**src/sv/llag_pkg.sv**
```systemverilog
// Shared types, codes and constants of the life-like automaton generation block.
package llag_pkg;

    localparam int MAX_ROWS_DEF = 64;
    localparam int MAX_COLS_DEF = 64;

    localparam int MASK_W    = 9;
    localparam int DIM_W     = 7;
    localparam int CNT_W     = 4;
    localparam int OP_W      = 2;
    localparam int POS_W     = 6;
    localparam int CFG_IDX_W = 2;

    typedef logic [OP_W-1:0] t_opcode;
    localparam t_opcode OP_WRITE = 2'd0;
    localparam t_opcode OP_STEP  = 2'd1;
    localparam t_opcode OP_READ  = 2'd2;

    typedef logic [CFG_IDX_W-1:0] t_cfg_idx;
    localparam t_cfg_idx CFG_BIRTH   = 2'd0;
    localparam t_cfg_idx CFG_SURVIVE = 2'd1;
    localparam t_cfg_idx CFG_ROWS    = 2'd2;
    localparam t_cfg_idx CFG_COLS    = 2'd3;

    localparam logic [MASK_W-1:0] BIRTH_RST   = 9'd8;
    localparam logic [MASK_W-1:0] SURVIVE_RST = 9'd12;
    localparam logic [DIM_W-1:0]  DIM_RST     = 7'd64;

    typedef enum logic {
        ST_IDLE,
        ST_STEP
    } t_state;

    typedef struct packed {
        logic shift;
        logic wr;
        logic din;
    } t_cell_ctrl;

    // Width that holds both a 7-bit size register and the largest grid dimension.
    function automatic int dim_w(input int max_n);
        int w;
        w = $clog2(max_n + 1);
        return (w > DIM_W) ? w : DIM_W;
    endfunction

endpackage

```
**src/sv/llag_rule_row.sv**
```systemverilog
// Next generation of one row from the row itself, the rows above and below and the rule masks.
module llag_rule_row #(
    parameter int MAX_COLS = llag_pkg::MAX_COLS_DEF
) (
    input  logic [MAX_COLS-1:0]                 i_above,
    input  logic [MAX_COLS-1:0]                 i_mid,
    input  logic [MAX_COLS-1:0]                 i_below,
    input  logic [llag_pkg::MASK_W-1:0]         i_birth,
    input  logic [llag_pkg::MASK_W-1:0]         i_survive,
    input  logic [llag_pkg::dim_w(MAX_COLS)-1:0] i_eff_cols,
    input  logic                                i_row_int,
    output logic [MAX_COLS-1:0]                 o_row
);

    localparam int CW    = llag_pkg::dim_w(MAX_COLS);
    localparam int CNT_W = llag_pkg::CNT_W;

    for (genvar gx = 0; gx < MAX_COLS; gx++) begin : g_col
        if (gx == 0 || gx == MAX_COLS - 1) begin : g_edge
            assign o_row[gx] = i_mid[gx];
        end else begin : g_inner
            logic [CNT_W-1:0] w_cnt;
            logic             w_col_int;

            assign w_cnt = CNT_W'(i_above[gx-1]) + CNT_W'(i_above[gx]) + CNT_W'(i_above[gx+1])
                         + CNT_W'(i_mid[gx-1]) + CNT_W'(i_mid[gx+1])
                         + CNT_W'(i_below[gx-1]) + CNT_W'(i_below[gx]) + CNT_W'(i_below[gx+1]);
            assign w_col_int = (CW'(gx + 1) < i_eff_cols);
            assign o_row[gx] = (w_col_int && i_row_int)
                             ? (i_mid[gx] ? i_survive[w_cnt] : i_birth[w_cnt])
                             : i_mid[gx];
        end
    end

endmodule

```
**config.mk**
```make
export PLATFORM = sky130hd
export DESIGN_NAME = llag_rule_row
export DESIGN_NICKNAME = d
export VERILOG_FILES = /design/src/sv/llag_pkg.sv /design/src/sv/llag_rule_row.sv
export SDC_FILE = /design/constraint.sdc
export NUM_CORES = 1
export LEC_CHECK = 0
export ABC_CLOCK_PERIOD_IN_PS = 4990
export BUFFER_PORTS_ARGS = -buffer_cell sky130_fd_sc_hd__buf_4
export CAP_MARGIN = 20
export CORE_MARGIN = 5
export CORE_UTILIZATION = 60
export DETAILED_ROUTE_END_ITERATION = 10
export GPL_ROUTABILITY_DRIVEN = 0
export PLACE_DENSITY = 0.83
export SLEW_MARGIN = 20
export SYNTH_ARGS = -nofsm -noshare
export SYNTH_HDL_FRONTEND = slang
export SYNTH_SLANG_ARGS = --single-unit
```
**constraint.sdc**
```tcl
create_clock -name vclk -period 4.99
set_input_delay 0.499 -clock vclk [all_inputs]
set_output_delay 0.499 -clock vclk [all_outputs]
set_load 0.02 [all_outputs]
```
# Word level (Yosys, flattened, before mapping)
# Cells that the tools add are included.
[totals]
mem_bits_ro = 0
latch_bits = 0
inputBits = 218
out_inout_bits = 64
register_bits = 0
elab_cells = 992
mem_count = 0
mem_bits_rw = 0
[classes]
add_sub_neg = 434
n_bitwise = 0
multipliers = 0
n_eq_ne = 0
mux = 372
reduce_logical = 62
div_mod_pow = 0
shifts = 0
order_cmp = 124
[ops]
columns = ["cell", "count"]
rows = [
  ["4-bit by 1-bit adder with 4-bit output", 248],
  ["1-bit binary-select mux with 4-bit select", 124],
  ["4-bit by 5-bit < comparator with 1-bit output, second input constant", 62],
  ["3-bit by 1-bit adder with 4-bit output", 62],
  ["1-bit two-way mux", 248],
  ["6-bit by 7-bit < comparator with 1-bit output, first input constant", 32],
  ["2-bit by 1-bit adder with 3-bit output", 62],
  ["1-bit by 1-bit adder with 2-bit output", 62],
  ["5-bit by 7-bit < comparator with 1-bit output, first input constant", 16],
  ["1-bit logical AND", 62],
  ["4-bit by 7-bit < comparator with 1-bit output, first input constant", 8],
  ["3-bit by 7-bit < comparator with 1-bit output, first input constant", 4],
  ["2-bit by 7-bit < comparator with 1-bit output, first input constant", 2],
]

# Logic depth before layout (Yosys ltp)
[depth]
ltp_word = 11
depth_mapped = 13
ltp_nobuf = 12

# Least setup slack after synthesis
# No wires, ideal clock.
[synth_path]
kind = "in2out"
startpoint = "input i_above[61]"
endpoint = "output o_row[62]"
arrival_time_ps = 4177
path_stages = 11
path_buffers = 0
required_ps = 4491
slack_ps = 314
path_cell_list = "inv_1 > fa_1 > fa_1 > fa_1 > inv_1 > ha_1 > fa_1 > or4_1 > a311oi_1 > a211oi_1 > a311oi_1"
[synth_between]
elab_chain_cells = 11
elab_cells_between_ends = 13
cone_classes = "add/sub (7); mux (6)"
[synth_lines]
columns = ["element", "line", "source"]
rows = [
  ["start: declaration", "llag_rule_row.sv:5", "input logic [MAX_COLS-1:0] i_above,"],
  ["1-bit by 1-bit adder with 2-bit output (*)", "llag_rule_row.sv:25", "assign w_cnt = CNT_W'(i_above[gx-1]) + CNT_W'(i_above[gx]) + CNT_W'(i_above[gx+1])"],
  ["2-bit by 1-bit adder with 3-bit output (*)", "llag_rule_row.sv:25", ""],
  ["3-bit by 1-bit adder with 4-bit output (*)", "llag_rule_row.sv:26", "+ CNT_W'(i_mid[gx-1]) + CNT_W'(i_mid[gx+1])"],
  ["4-bit by 1-bit adder with 4-bit output (*)", "llag_rule_row.sv:26", ""],
  ["4-bit by 1-bit adder with 4-bit output (*) (3 in a row)", "llag_rule_row.sv:27", "+ CNT_W'(i_below[gx-1]) + CNT_W'(i_below[gx]) + CNT_W'(i_below[gx+1]);"],
  ["1-bit binary-select mux with 4-bit select", "llag_rule_row.sv:30", "? (i_mid[gx] ? i_survive[w_cnt] : i_birth[w_cnt])"],
  ["1-bit two-way mux (implied by the code)", "llag_rule_row.sv:30", ""],
  ["1-bit two-way mux (*) (2 in a row)", "llag_rule_row.sv:30", ""],
  ["end: declaration", "llag_rule_row.sv:12", "output logic [MAX_COLS-1:0] o_row"],
]
# Every way passes the cells marked *; elsewhere a longest branch is shown, timed or not. The select of a mux whose other input is x is not followed.

# Worst setup path in the final report
[layout_path]
startpoint = "input i_above[47]"
endpoint = "output o_row[48]"
# Same word-level chain as after synthesis.

==> impl_metrics.tcl <==
set metrics [dict create \
    grt_pass1_wl_mm 110.4 \
    max_stage_delay_ns 0.63 \
    hold_violations 0 \
    num_rows 69 \
    required_ns 4.49 \
    critical_path.most_common_cell "fa_1" \
    grt_pass1_vias 20985 \
    vdd_drop_max_mv 0.2686 \
    cts_hold_buffers 0 \
    antenna_found_initial 3 \
    setup_ws_ns 0.1027 \
    outcome "finished, final reports clean" \
    p_leak_nw 11.13 \
    startpoint_type "input pin" \
    end_kind "primary output" \
    yosysWarnings 0 \
    layout_min_cycle_time_ns 4.887 \
    max_freq_ghz 0.2046 \
    ys_types 77 \
    netlist_top_cells_area "mux4_2 (26%), fa_1 (23%), ha_1 (11%), inv_1 (7.8%), mux2i_1 (3.8%)" \
    cpMaxStageDelayCell "fa_1" \
    hold_class "input pin to primary output" \
    avgSynthCellArea_sq_um 9.574 \
    rsz0062_at_grt "no" \
    drt_iter0_drc 2272 \
    viasPerCell 6.986 \
    num_vias 19645 \
    die_w_um 199.2 \
    grt_max_degree 63 \
    fin_nets 3003 \
    die_h_um 199.2 \
    critical_path_class "input pin to primary output" \
    crit_fanout 5 \
    finalCritPeriodShare_pct 97.94 \
    grt-ovfl-total 0 \
    synth.top_cell.area_share_pct 25.69 \
    syn_inst 2243 \
    die_area_sq_um 39670 \
    setup_tns_ns 0 \
    ys_seq_area_share_pct 0 \
    ant_nets 0 \
    worst_ep_arrival_time_ns 4.39 \
    synth_top_area_cell "mux4_2" \
    syn_to_final_growth_pct 9.579 \
    dp_slack_ns 0.1087 \
    drive_above_1_share_pct 24.99 \
    path_cells "buf_4 > inv_1 > fa_1 > fa_1 > fa_1 > inv_1 > ha_1 > fa_1 > mux4_2 > mux2i_1 > a2111oi_0 > a211oi_1 > a31oi_1 > buf_4" \
    tightest_slew_ns 1.083 \
    core_area_sq_um 35480 \
    post_drt_wl_per_cell_um 25.26 \
    drtPass1Iterations 6 \
    drc 0 \
    seq_cell_count 0 \
    boundaryPins 282 \
    slew_headroom_pct 27.82 \
    syn_area_sq_um 21470 \
    max_cap_viol_count 0 \
    seqCellArea_sq_um 0 \
    postSynthNetCount 2895 \
    drt_wl_total_mm 71.03 \
    setup_viol 0 \
    whs_ns 1.206 \
    power_density_nw_per_um2 339.2 \
    fill_cells 2725 \
    final_max_slew_viol_count 0 \
    clkbuf_count 0 \
    initial_core_util_pct 60.52 \
    hold_path_depth 2 \
    io_buffers 282 \
    place_hpwl_mm 49.45 \
    track_usage_pct 35.05 \
]
==> placed cells by master, fill, tap and decap left out, drive strengths merged, types with 55 or more instances in the layout <==
master	n
mux4	246
xor2	55
ha	186
fa	248
o21ai	60
inv	447
nor2	76
nand2	122
buf	291
mux2i	82
a21oi	75
==> per-layer routing <==
metal  global-route usage, %  share of wire, %
met1                   44.97                33
met2                   57.54                47
met3                   7.267                15
met5                       0                 0
met4                   16.21               5.7
==> worst max-delay path, delay by kind of cell <==
family | cells | cell delay, ns
buffers and inverters | 4 | 0.38
AO/OA/AOI/OAI | 3 | 0.85
adder cells (fa/ha/maj) | 5 | 2.32
multiplexers | 2 | 0.31
==> per-stage QoR <==
step / cells / instance area, sq um / utilization (%) / power [mW]
after floorplan: 2243 / 21470 / - / 6.242
after global placement: 2809 / 23500 / 66.24 / 7.473
after detailed placement: 2809 / 23500 / 66.24 / 7.848
after CTS: 2809 / 23500 / 66.24 / 7.884
after global routing: 2811 / 23530 / 66.31 / 8.676
final: 2812 / 23530 / 66.32 / 7.983
==> cells in the mapped netlist (15+ instances only) <==
cell type	n
o21ai_0	33
clkbuf_1	163
ha_1	186
nor2b_1	24
nor2_1	72
mux2_2	35
nor4_1	15
fa_1	248
mux4_2	245
nor3_1	31
inv_1	447
a21oi_1	75
mux2i_1	82
xor2_1	55
a31oi_1	25
o21ai_1	27
nand2_1	122
nand3_1	34
a21o_1	40
buf_2	16
==> power by group <==
part / switching (mW) / leakage, nW / internal, mW / total [mW]
Combinational: 3.91 / 11.1 / 4.08 / 7.98
Clock: 0 / 0.0000127 / 0.0000000537 / 0.0000000537
Sequential: 0 / 0 / 0 / 0
==> what timing repair did <==
item / 4_1_cts / 5_1_grt
resized for setup: 0 / 5
setup endpoints to repair: 0 / 3
buffers inserted: 0 / 1
==> logic make-up after synthesis <==
| family | after synthesis | synth area share (%) |
|---|---|---|
| xor+xnor | 61 | 2.488 |
| simple gates | 383 | 8.920 |
| compound gates | 369 | 11.93 |
| buf+inv | 633 | 11.23 |
| mux | 363 | 31.47 |
| fa+ha+maj | 434 | 33.96 |
==> cell type report <==
type | instances | area (sq um) | area share, %
diodes | 2 | 5.005 | 0.02127
inverters | 448 | 1685 | 7.162
multi-input cells | 1610 | 19080 | 81.08
well taps | 461 | 576.8 | 2.451
repair buffers | 291 | 2185 | 9.284
==> final timing paths <==
| check | from | to | slack, ns |
|---|---|---|---|
| setup / recovery | i_above[47] | o_row[48] | 0.10 |
| hold / removal | i_mid[63] | o_row[63] | 1.21 |
No activity file was read; power rests on OpenSTA's default activity.
