$ cat src/sv/llag_pkg.sv
// Shared types, codes and constants of the life-like automaton generation block.
package llag_pkg;

    localparam int MAX_ROWS_DEF = 64;
    localparam int MAX_COLS_DEF = 64;

    localparam int MASK_W    = 9;
    localparam int DIM_W     = 7;
    localparam int CNT_W     = 4;
    localparam int OP_W      = 2;
    localparam int POS_W     = 6;
    localparam int CFG_IDX_W = 2;

    typedef logic [OP_W-1:0] t_opcode;
    localparam t_opcode OP_WRITE = 2'd0;
    localparam t_opcode OP_STEP  = 2'd1;
    localparam t_opcode OP_READ  = 2'd2;

    typedef logic [CFG_IDX_W-1:0] t_cfg_idx;
    localparam t_cfg_idx CFG_BIRTH   = 2'd0;
    localparam t_cfg_idx CFG_SURVIVE = 2'd1;
    localparam t_cfg_idx CFG_ROWS    = 2'd2;
    localparam t_cfg_idx CFG_COLS    = 2'd3;

    localparam logic [MASK_W-1:0] BIRTH_RST   = 9'd8;
    localparam logic [MASK_W-1:0] SURVIVE_RST = 9'd12;
    localparam logic [DIM_W-1:0]  DIM_RST     = 7'd64;

    typedef enum logic {
        ST_IDLE,
        ST_STEP
    } t_state;

    typedef struct packed {
        logic shift;
        logic wr;
        logic din;
    } t_cell_ctrl;

    // Width that holds both a 7-bit size register and the largest grid dimension.
    function automatic int dim_w(input int max_n);
        int w;
        w = $clog2(max_n + 1);
        return (w > DIM_W) ? w : DIM_W;
    endfunction

endpackage

$ cat src/sv/llag_row_cell.sv
// One grid row held as a cell of the row chain, with cell write, cell read and shift.
module llag_row_cell #(
    parameter int MAX_COLS = llag_pkg::MAX_COLS_DEF
) (
    input  logic                  i_clk,
    input  logic                  i_rst_n,
    input  llag_pkg::t_cell_ctrl  i_ctrl,
    input  logic [MAX_COLS-1:0]   i_col_hot,
    input  logic [MAX_COLS-1:0]   i_next_row,
    output logic [MAX_COLS-1:0]   o_row,
    output logic                  o_rd_bit
);

    logic [MAX_COLS-1:0] r_row;

    always_ff @(posedge i_clk) begin
        if (!i_rst_n) begin
            r_row <= '0;
        end else if (i_ctrl.shift) begin
            r_row <= i_next_row;
        end else if (i_ctrl.wr) begin
            r_row <= (r_row & ~i_col_hot) | (i_col_hot & {MAX_COLS{i_ctrl.din}});
        end
    end

    assign o_row    = r_row;
    assign o_rd_bit = |(r_row & i_col_hot);

endmodule

$ cat config.mk
export PLATFORM = sky130hd
export DESIGN_NAME = llag_row_cell
export DESIGN_NICKNAME = d
export VERILOG_FILES = /design/src/sv/llag_pkg.sv /design/src/sv/llag_row_cell.sv
export SDC_FILE = /design/constraint.sdc
export NUM_CORES = 1
export LEC_CHECK = 0
export BUFFER_PORTS_ARGS = -buffer_cell sky130_fd_sc_hd__buf_2
export CORE_MARGIN = 2
export CORE_UTILIZATION = 42
export DETAILED_ROUTE_END_ITERATION = 8
export HOLD_SLACK_MARGIN = 0.03
export PLACE_DENSITY = 0.76
export SETUP_SLACK_MARGIN = 0.02
export SYNTH_ARGS = -nofsm -noshare
export SYNTH_HDL_FRONTEND = slang
export SYNTH_SLANG_ARGS = --single-unit
export TNS_END_PERCENT = 1
$ cat constraint.sdc
create_clock -name i_clk -period 1.4 [get_ports i_clk]
set_input_delay 0 -clock i_clk [delete_from_list [all_inputs] [get_ports i_clk]]
set_output_delay 0 -clock i_clk [all_outputs]
set_load 0.005 [all_outputs]
-- Word-level counts from Yosys, hierarchy flattened
Index checks and enable logic that the tools add are counted.
- bits of input ports: 133
- register bits after elaboration: 64
- muxes and demuxes: 2
- bitwise operators: 5
- reduce and logical (&&, ||, !) cells: 2
- operator list (cell ; number):
    AND 64 bit ; 3
    2-to-1 mux 64 bit ; 2
    NOT 64 bit ; 1
    OR 64 bit ; 1
    OR reduction 64 bit ; 1
    nonzero test 2 bit ; 1

-- Logic depth before layout (Yosys ltp)
Gate-level depths: netlist of the first run.
- depth in word-level cells: 5
- gate-level depth with buffers: 6
- mapped depth without buffers: 4

-- Worst setup path before layout of the first run
OpenSTA, ideal clock, no wires.
- path kind: reg-to-output
- start point: register with a tool-made name
- end point: output o_rd_bit
- arrival: 1307 ps
- path slack: 93 ps
- stages on the path, launching flop included: 5
- path buffers: 0
- cell sequence: dfxtp_1 > a22o_1 > a221oi_2 > nand4_1 > or4_1
- RTL lines (element ; RTL line ; text):
    to (decl) ; llag_row_cell.sv:11 ; output logic o_rd_bit

==> key figures, run 1 <==
Power
  • Power Density: 862 mW/mm²
  • Pleak: 3.16 nW
  • Max IR drop VDD: between 0.6 and 0.7 mV
  • Power Total: 0.00507 W

Setup path
  • Crit path kind: reg -> out
  • Crit-path cells: a22o_1, a221oi_2, buf_4, nand4_1, or4_1, buf_2
  • Critical path fanouts, max: 2
  • Req. time, crit path: ~1.4 ns
  • Cells on worst reg2reg path: 4
  • Crit path largest cell delay: 0.47 ns
  • Slowest CP cell: or4_1
  • Critical Path Sink Type: output pin
  • Crit start category: flip-flop
  • Crit path DAT: roughly 1.9 ns

Detailed routing
  • Routed WL: 13700 µm
  • Post-route ant nets: 0
  • DRC Markers: 0
  • Drt pass-1 iters: 5
  • WL per Instance: 16.1 µm
  • DR iter-0 viols: 186
  • Vias: 4479
  • Vias per cell: 5.26

Timing
  • Worst setup margin: -0.515 ns
  • RSZ-0062 raised after global routing: yes
  • Period Utilization, post-route: 1.37
  • Clk_skew: 0 ns
  • Final setup fails: 1
  • Final number of max-transition violations: 0
  • Worst-Margin Slew: 0.910 ns
  • Min Tclk post-route: around 1.9 ns
  • Final hold slack: 0.151 ns
  • Hold Violations, Final: 0
  • Max Freq: 0.522 GHz
  • Relative slew slack: 0.393

Synthesis
  • Synth Area per Inst: 7.96 µm²
  • Synth Cell Area: 0.00362 mm²
  • Unique cell type count in the Yosys netlist: 13
  • Seq cells post-synth: 64
  • Post-Syn Instances: between 400 and 500
  • Ys Warns: 0
  • Sequential fraction of the synthesis area: 0.354
  • Synth Net Count: around 590

Clock tree
  • CTS Sinks: 64
  • CTS H-Tree Depth: 3
  • Setup Buffers After CTS: 0
  • Clk root buf: clkbuf_8
  • Worst-path clk slew: 0.08 ns
  • CTS tree: built
  • Total CTS buffers: 9
  • Clk buf depth: 2
  • Clk_lat worst skew: 0.32 ns

Floorplanning
  • Starting Density: 0.437
  • Row cnt: 33
  • Die width: 96.9 µm
  • I/O pin cnt: 198
  • CORE AREA: 0.00830 mm²
  • Die area: around 0.0094 mm²
  • Die Y: 96.9 µm

Finish
  • Net count, final: just under 900
  • Register Area: 0.00128 mm²
  • Area of the multi-input gates: approximately 0.0022 mm²
  • FILL cells: roughly 680
  • Share of layout cells above drive strength 1: 0.361
  • Area delta synth->final: 62.4%

Status
  • Failing checks: negative setup slack
  • Status: finished with violations

Place
  • Hpwl dp: 8890 µm
  • Buffers added on ports: between 150 and 200
  • Final Wtd Congestion: 0.916

Global routing
  • Vias in the first global route: between 4000 and 5000
  • Initial antenna violation count: 1
  • GRT Total Usage: 0.284
  • First-pass GRT wire length: ~22000 µm
  • Grt ovf: 0
  • Pin count of the biggest net entering global routing: 65

Flow run
  • Max Cap Violations: 0

Hold path
  • Hold depth: 5
  • Min-Delay Path Class: in -> reg
-- placed cells by master (no fill, tap or decap) --
cell type	Yosys	routed
buf_2	8	196
nand2_1	128	128
mux2i_1	64	64
o21ai_0	64	64
and2_1	64	64
dlygate4sd3_1	0	64
dfxtp_1	64	63
buf_4	0	44
a22o_1	16	16
a221oi_2	8	11
clkbuf_8	0	10
a221oi_1	8	5
nand4_1	4	4
buf_12	0	4
clkbuf_1	23	3
bufinv_16	0	2
diode_2	0	1
or4_1	1	1
dfxtp_2	0	1
clkinv_2	0	1
-- final cells by class --
class / instances / area share
diodes: 1 / 0.000425
flip-flops and latches: 64 / 0.218
repair buffers: 308 / 0.345
clock buffers: 13 / 0.0253
clock inverters: 3 / 0.0111
multi-input cells: 357 / 0.378
well taps: 105 / 0.0223
-- critical path: cells and delay by family, from the launching register on --
kind	cells	cell delay, ns
compound gates	2	0.40
buf+inv	2	0.31
simple gates	2	0.55
flops	1	0.32
-- cells in the mapped netlist --
master,instances,area (µm²)
buf_2,8,40.0
or4_1,1,7.51
a221oi_2,8,120
nand2_1,128,480
a22o_1,16,140
mux2i_1,64,641
dfxtp_1,64,1280
and2_1,64,400
o21ai_0,64,320
clkbuf_1,23,86.3
a221oi_1,8,70.1
buf_1,3,11.3
nand4_1,4,25.0
-- per-layer routing --
layer / GRT usage / vias up / wire [µm]
met5: 0 / - / 0
met4: 0.157 / 0 / 621
met3: 0.0694 / 53 / 893
met2: 0.514 / 213 / 7090
met1: 0.300 / 2082 / 5060
li1: - / 2131 / -
-- per-stage QoR --
stage                     cells  cell area, µm²  utilization  TNS, ns  setup WS [ns]
after detailed placement    770            5010        0.603   -0.242         -0.242
after floorplan             455            3620            -        0         0.0926
after CTS                   850            5880        0.709   -0.533         -0.533
final                       851            5890        0.709   -0.515         -0.515
after global placement      770            5010        0.603   -0.209         -0.209
after global routing        851            5890        0.709   -0.628         -0.628
-- power breakdown --
| group | internal (W) | switching [W] |
|---|---|---|
| combinational | 0.000716 | 0.000574 |
| clock | 0.00105 | 0.000710 |
| sequential | 0.00194 | 0.0000835 |
| total | 0.00371 | 0.00137 |
-- logic make-up after synthesis --
group | count (synthesis) | synth area share
flops | 64 | 0.354
mux | 64 | 0.177
buf+inv | 34 | 0.0380
compound gates | 96 | 0.180
simple gates | 197 | 0.252
-- what timing repair did --
item	in CTS	in global routing
endpoints found under the setup margin	1	1
hold endpoints to repair	64	0
resized for setup	3	1
hold buffers	64	0
pin swaps	1	0
-- path summary, 6_finish.rpt --
path | from | endpoint | slack [ns]
worst max-delay path | flip-flop | o_rd_bit | -0.51
worst min-delay path | i_col_hot[7] | flip-flop | 0.15
worst max register to register | flip-flop | flip-flop | 0.43
worst min register to register | flip-flop | flip-flop | 0.69
Note: power is estimated with default switching activity, not from simulation.
==> run 2: changes to the inputs <==
- ABC_AREA: unset -> 0
- CORE_UTILIZATION: 42 -> 30
- PLACE_DENSITY: 0.76 -> 0.58
- clock period: 1.4 -> 2.2 ns (I/O delays scaled with it)
==> key figures, run 2 (synthesis results as in run 1) <==
Status
  • Status: complete, no violations

Detailed routing
  • DR iter-0 viols: 178
  • Vias per cell: ~4.8
  • M1 WL: between 5000 and 6000 µm
  • WL per Instance: 15.4 µm
  • Routed WL: 13100 µm
  • Metal2 WL: 6110 µm
  • Drt pass-1 iters: 4
  • DRC Markers: 0
  • Highest metal used: met5
  • Vias: slightly above 4000
  • Met3 wire len: around 760 µm
  • Post-route ant nets: 0

Power
  • Switching power: 0.000900 W
  • Pint: 0.00265 W
  • Sequential Power Share: 0.365
  • Power Density: 625 mW/mm²
  • Switching share of total power: 0.254
  • Logic pwr share: 0.204
  • Clock Power Share: 0.431
  • Max IR drop VDD: 0.303 mV
  • Pleak: 2.97 nW

Timing
  • RSZ-0062 raised after global routing: no
  • Final setup fails: 0
  • Setup TNS: 0 ns
  • Final number of max-transition violations: 0
  • Worst-Margin Slew: approximately 0.58 ns
  • Relative slew slack: 0.613
  • Clk_skew: 0 ns
  • Min Tclk post-route: 2.11 ns
  • Max Freq: between 0.4 and 0.5 GHz
  • Hold Violations, Final: 0
  • Period Utilization, post-route: 0.958

Place
  • Hpwl dp: about 9300 µm
  • Final Wtd Congestion: 0.790
  • Placed inst area: approximately 0.0047 mm²
  • Buffers added on ports: 197

Finish
  • Most frequent cells in the layout: 196 x buf_2, 128 x nand2_1
  • Share of layout cells above drive strength 1: 0.316
  • Area of the multi-input gates: 0.00220 mm²
  • Commonest non-fill, non-tap cell in the layout: buf_2
  • Area delta synth->final: 56.8%
  • Net count, final: 830
  • Register Area: around 0.0013 mm²
  • N_diodes: 0
  • FILL cells: 1191
  • Final instance area: roughly 0.0057 mm²

Clock tree
  • Clk_lat worst skew: 0.33 ns
  • Clk root buf: clkbuf_16
  • PostCTS Resize Cnt: 0
  • CTS Sinks: 64
  • CTS H-Tree Depth: 3
  • CTS Hold Bufs: 64
  • Clk buf depth: 2
  • Setup Buffers After CTS: 0
  • Total CTS buffers: 9
  • Worst-path clk slew: around 0.050 ns
  • CTS tree: built

Floorplanning
  • CORE AREA: 0.0119 mm²
  • Die width: ~110 µm
  • I/O pin cnt: 198
  • Die area: 0.0130 mm²
  • Die Y: between 100 and 150 µm
  • Starting Density: 0.304
  • Row cnt: 40

Hold path
  • Min-Delay Path Class: in -> reg

Setup path
  • Critical path fanouts, max: 3
  • Crit start category: flip-flop
  • Crit path kind: reg -> out
  • Crit path DAT: 2.11 ns
  • Req. time, crit path: around 2.2 ns
  • Critical Path Sink Type: output pin

Global routing
  • Grt ovf: 0
  • First-pass GRT wire length: 20000 µm
  • GRT Total Usage: 0.200
  • Vias in the first global route: about 3900
  • Pin count of the biggest net entering global routing: 84
  • Initial antenna violation count: 1

Flow run
  • Max Cap Violations: 0
[run 2: per-stage QoR]
step	hold slack (ns)	util	setup WS, ns	instances	total power [W]
2_1_floorplan	0.122	-	0.893	455	0.00164
3_3_place_gp	0.304	0.397	0.343	769	0.00194
3_5_place_dp	0.310	0.397	0.417	769	0.00196
4_1_cts	0.149	0.477	0.0609	849	0.00360
5_1_grt	0.171	0.477	0.0235	849	0.00374
6_report	0.160	0.477	0.0926	849	0.00355
[run 2: critical path, stage by stage (launching register included)]
cell and delay [ns]:
dfxtp_1 0.32, a22o_1 0.21, a221oi_1 0.42, nand4_1 0.19
or4_1 0.48, buf_2 0.16
[run 2: layout make-up]
class,instances,area share
Clock inverter,3,0.0115
Clock buffer,13,0.0440
Timing Repair Buffer,265,0.299
Tap cell,147,0.0324
Multi-Input combinational cell,357,0.388
Sequential cell,64,0.226
[run 2: routing by layer]
layer  global-route usage  vias to the layer above
met5                    0                        -
li1                     -                     2046
met3               0.0441                       21
met1                0.250                     1855
met2                0.338                      131
met4               0.0732                        2
[run 2: power by group through the flow]
stage	Sequential (W)	Clock (W)	Combinational, W
3_5_place_dp	0.00132	0	0.000639
4_1_cts	0.00130	0.00157	0.000729
5_1_grt	0.00131	0.00163	0.000804
6_report	0.00130	0.00153	0.000723
2_1_floorplan	0.00132	0	0.000325
3_3_place_gp	0.00131	0	0.000630
[run 2: final timing paths]
kind / from / to / slack [ns] / cells after the start
worst max register to register: flip-flop / flip-flop / 1.35 / 3
worst min register to register: flip-flop / flip-flop / 0.67 / 3
worst min-delay path: i_col_hot[13] / flip-flop / 0.16 / 5
worst max-delay path: flip-flop / o_rd_bit / 0.09 / 5
==> run 3: changes to the inputs <==
- PLACE_DENSITY: 0.58 -> 0.6
- clock period: 2.2 -> 1.9 ns (I/O delays scaled with it)
==> key figures, run 3 (synthesis results as in run 1) <==
Status
  • Status: finished with violations
  • Failing checks: negative setup slack

Floorplanning
  • I/O pin cnt: between 150 and 200
  • Die width: 114 µm
  • Die area: 0.0130 mm²
  • Row cnt: 40
  • Die Y: 114 µm
  • CORE AREA: 0.0119 mm²
  • Starting Density: 0.304

Detailed routing
  • DR iter-0 viols: 187
  • Routed WL: 12900 µm
  • Drt pass-1 iters: 4
  • Vias: 4134
  • Vias per cell: 4.85
  • DRC Markers: 0
  • WL per Instance: ~15 µm
  • Post-route ant nets: 0

Setup path
  • Slowest CP cell: or4_4
  • Crit start category: flip-flop
  • CP Depth: 5
  • Crit path kind: reg -> out
  • Cells on worst reg2reg path: 4
  • Crit path DAT: 2.03 ns
  • Crit-path cells: a22o_1, a221oi_2, nand4_1, or4_4, buf_6
  • Delay-heaviest family, CP: simple AND/OR/NAND/NOR gates
  • Crit path largest cell delay: around 0.57 ns
  • Critical Path Sink Type: output pin
  • CP Buf/Inv Count: 1
  • Req. time, crit path: roughly 1.9 ns
  • Critical path fanouts, max: 3

Timing
  • Min Tclk post-route: around 2.0 ns
  • Hold Violations, Final: 0
  • Relative slew slack: 0.692
  • Worst-Margin Slew: approximately 0.46 ns
  • Clk_skew: 0 ns
  • Final number of max-transition violations: 0
  • RSZ-0062 raised after global routing: yes
  • Max Freq: 0.492 GHz
  • Period Utilization, post-route: 1.07
  • Final setup fails: 1
  • Worst setup margin: -0.131 ns

Clock tree
  • Clk_lat worst skew: 0.32 ns
  • Clk root buf: clkbuf_16
  • CTS tree: built
  • Worst-path clk slew: 0.05 ns
  • Clk buf depth: 2
  • CTS Sinks: 64
  • Total CTS buffers: 9
  • CTS H-Tree Depth: 3

Global routing
  • Pin count of the biggest net entering global routing: 65
  • Vias in the first global route: 4012
  • Grt ovf: 0
  • Initial antenna violation count: 0
  • First-pass GRT wire length: roughly 20000 µm
  • GRT Total Usage: 0.195

Finish
  • N_diodes: 0
  • Most frequent cells in the layout: 195 x buf_2, 128 x nand2_1
  • Share of layout cells above drive strength 1: 0.333
  • Area delta synth->final: 59.0%
  • Net count, final: 833
  • Non-filler instance count after layout: 852
  • Commonest non-fill, non-tap cell in the layout: buf_2

Place
  • Hpwl dp: between 8000 and 9000 µm
  • Placed cell count: 771
  • Buffers added on ports: roughly 200
  • Final Wtd Congestion: 0.830

Power
  • Power Total: 0.00387 W
  • Pleak: 2.99 nW
  • Max IR drop VDD: 0.310 mV
  • Power Density: 672 mW/mm²

Hold path
  • Hold_sp: i_col_hot[12]
  • Hold depth: 5
  • Min-Delay Path Class: in -> reg

Flow run
  • Max Cap Violations: 0
[run 3: changes by cell type in the layout (fill, tap and decap cells not counted), sizes merged]
cell	change
clkbuf	+3
clkinv	-1
buf	+3
bufinv	-2
[run 3: repair_timing]
item,4_1_cts,5_1_grt
buffers inserted,1,0
gates resized for setup,13,5
hold buffers,64,0
hold endpoints to repair,64,0
pin swaps,4,2
endpoints found under the setup margin,1,1
[run 3: worst register-to-register path, cell delays in order (launching register included)]
cell and delay (ns):
dfxtp_2 0.32, buf_4 0.13, mux2i_1 0.11, o21ai_0 0.08, and2_1 0.15
[run 3: stage by stage]
| step | setup TNS (ns) | setup WS [ns] | hold slack (ns) | cell area [µm²] | util |
|---|---|---|---|---|---|
| final | -0.131 | -0.131 | 0.163 | 5760 | 0.484 |
| after global routing | -0.162 | -0.162 | 0.190 | 5760 | 0.484 |
| after CTS | -0.0881 | -0.0881 | 0.155 | 5740 | 0.482 |
| after detailed placement | 0 | 0.107 | 0.311 | 4750 | 0.399 |
| after global placement | 0 | 0.108 | 0.303 | 4750 | 0.399 |
| after floorplan | 0 | 0.593 | 0.122 | 3620 | - |
[run 3: final timing paths]
path	slack, ns	to
max reg2reg	1.00	flip-flop
max	-0.13	o_rd_bit
min reg2reg	0.66	flip-flop
min	0.16	flip-flop
[run 3: layout make-up]
class	instances	area (µm²)
Clock buffer	16	262
Fill cell	1158	6150
Multi-Input combinational cell	357	2290
Sequential cell	64	1290
Tap cell	147	184
Timing Repair Buffer	268	1740
[run 3: where the power goes]
group          leakage (nW)  total [W]  internal (W)  switching [W]
sequential            0.531    0.00151       0.00143      0.0000739
clock                 0.125    0.00149      0.000922       0.000572
combinational          2.34   0.000872      0.000476       0.000396
total                  2.99    0.00387       0.00283        0.00104
[run 3: per-layer routing]
layer / vias to the layer above / GRT usage / wire (µm)
met1: 1927 / 0.229 / 5500
met2: 139 / 0.346 / 6430
met3: 13 / 0.0505 / 761
met4: 0 / 0.0675 / 257
met5: - / 0 / 0
li1: 2055 / - / -
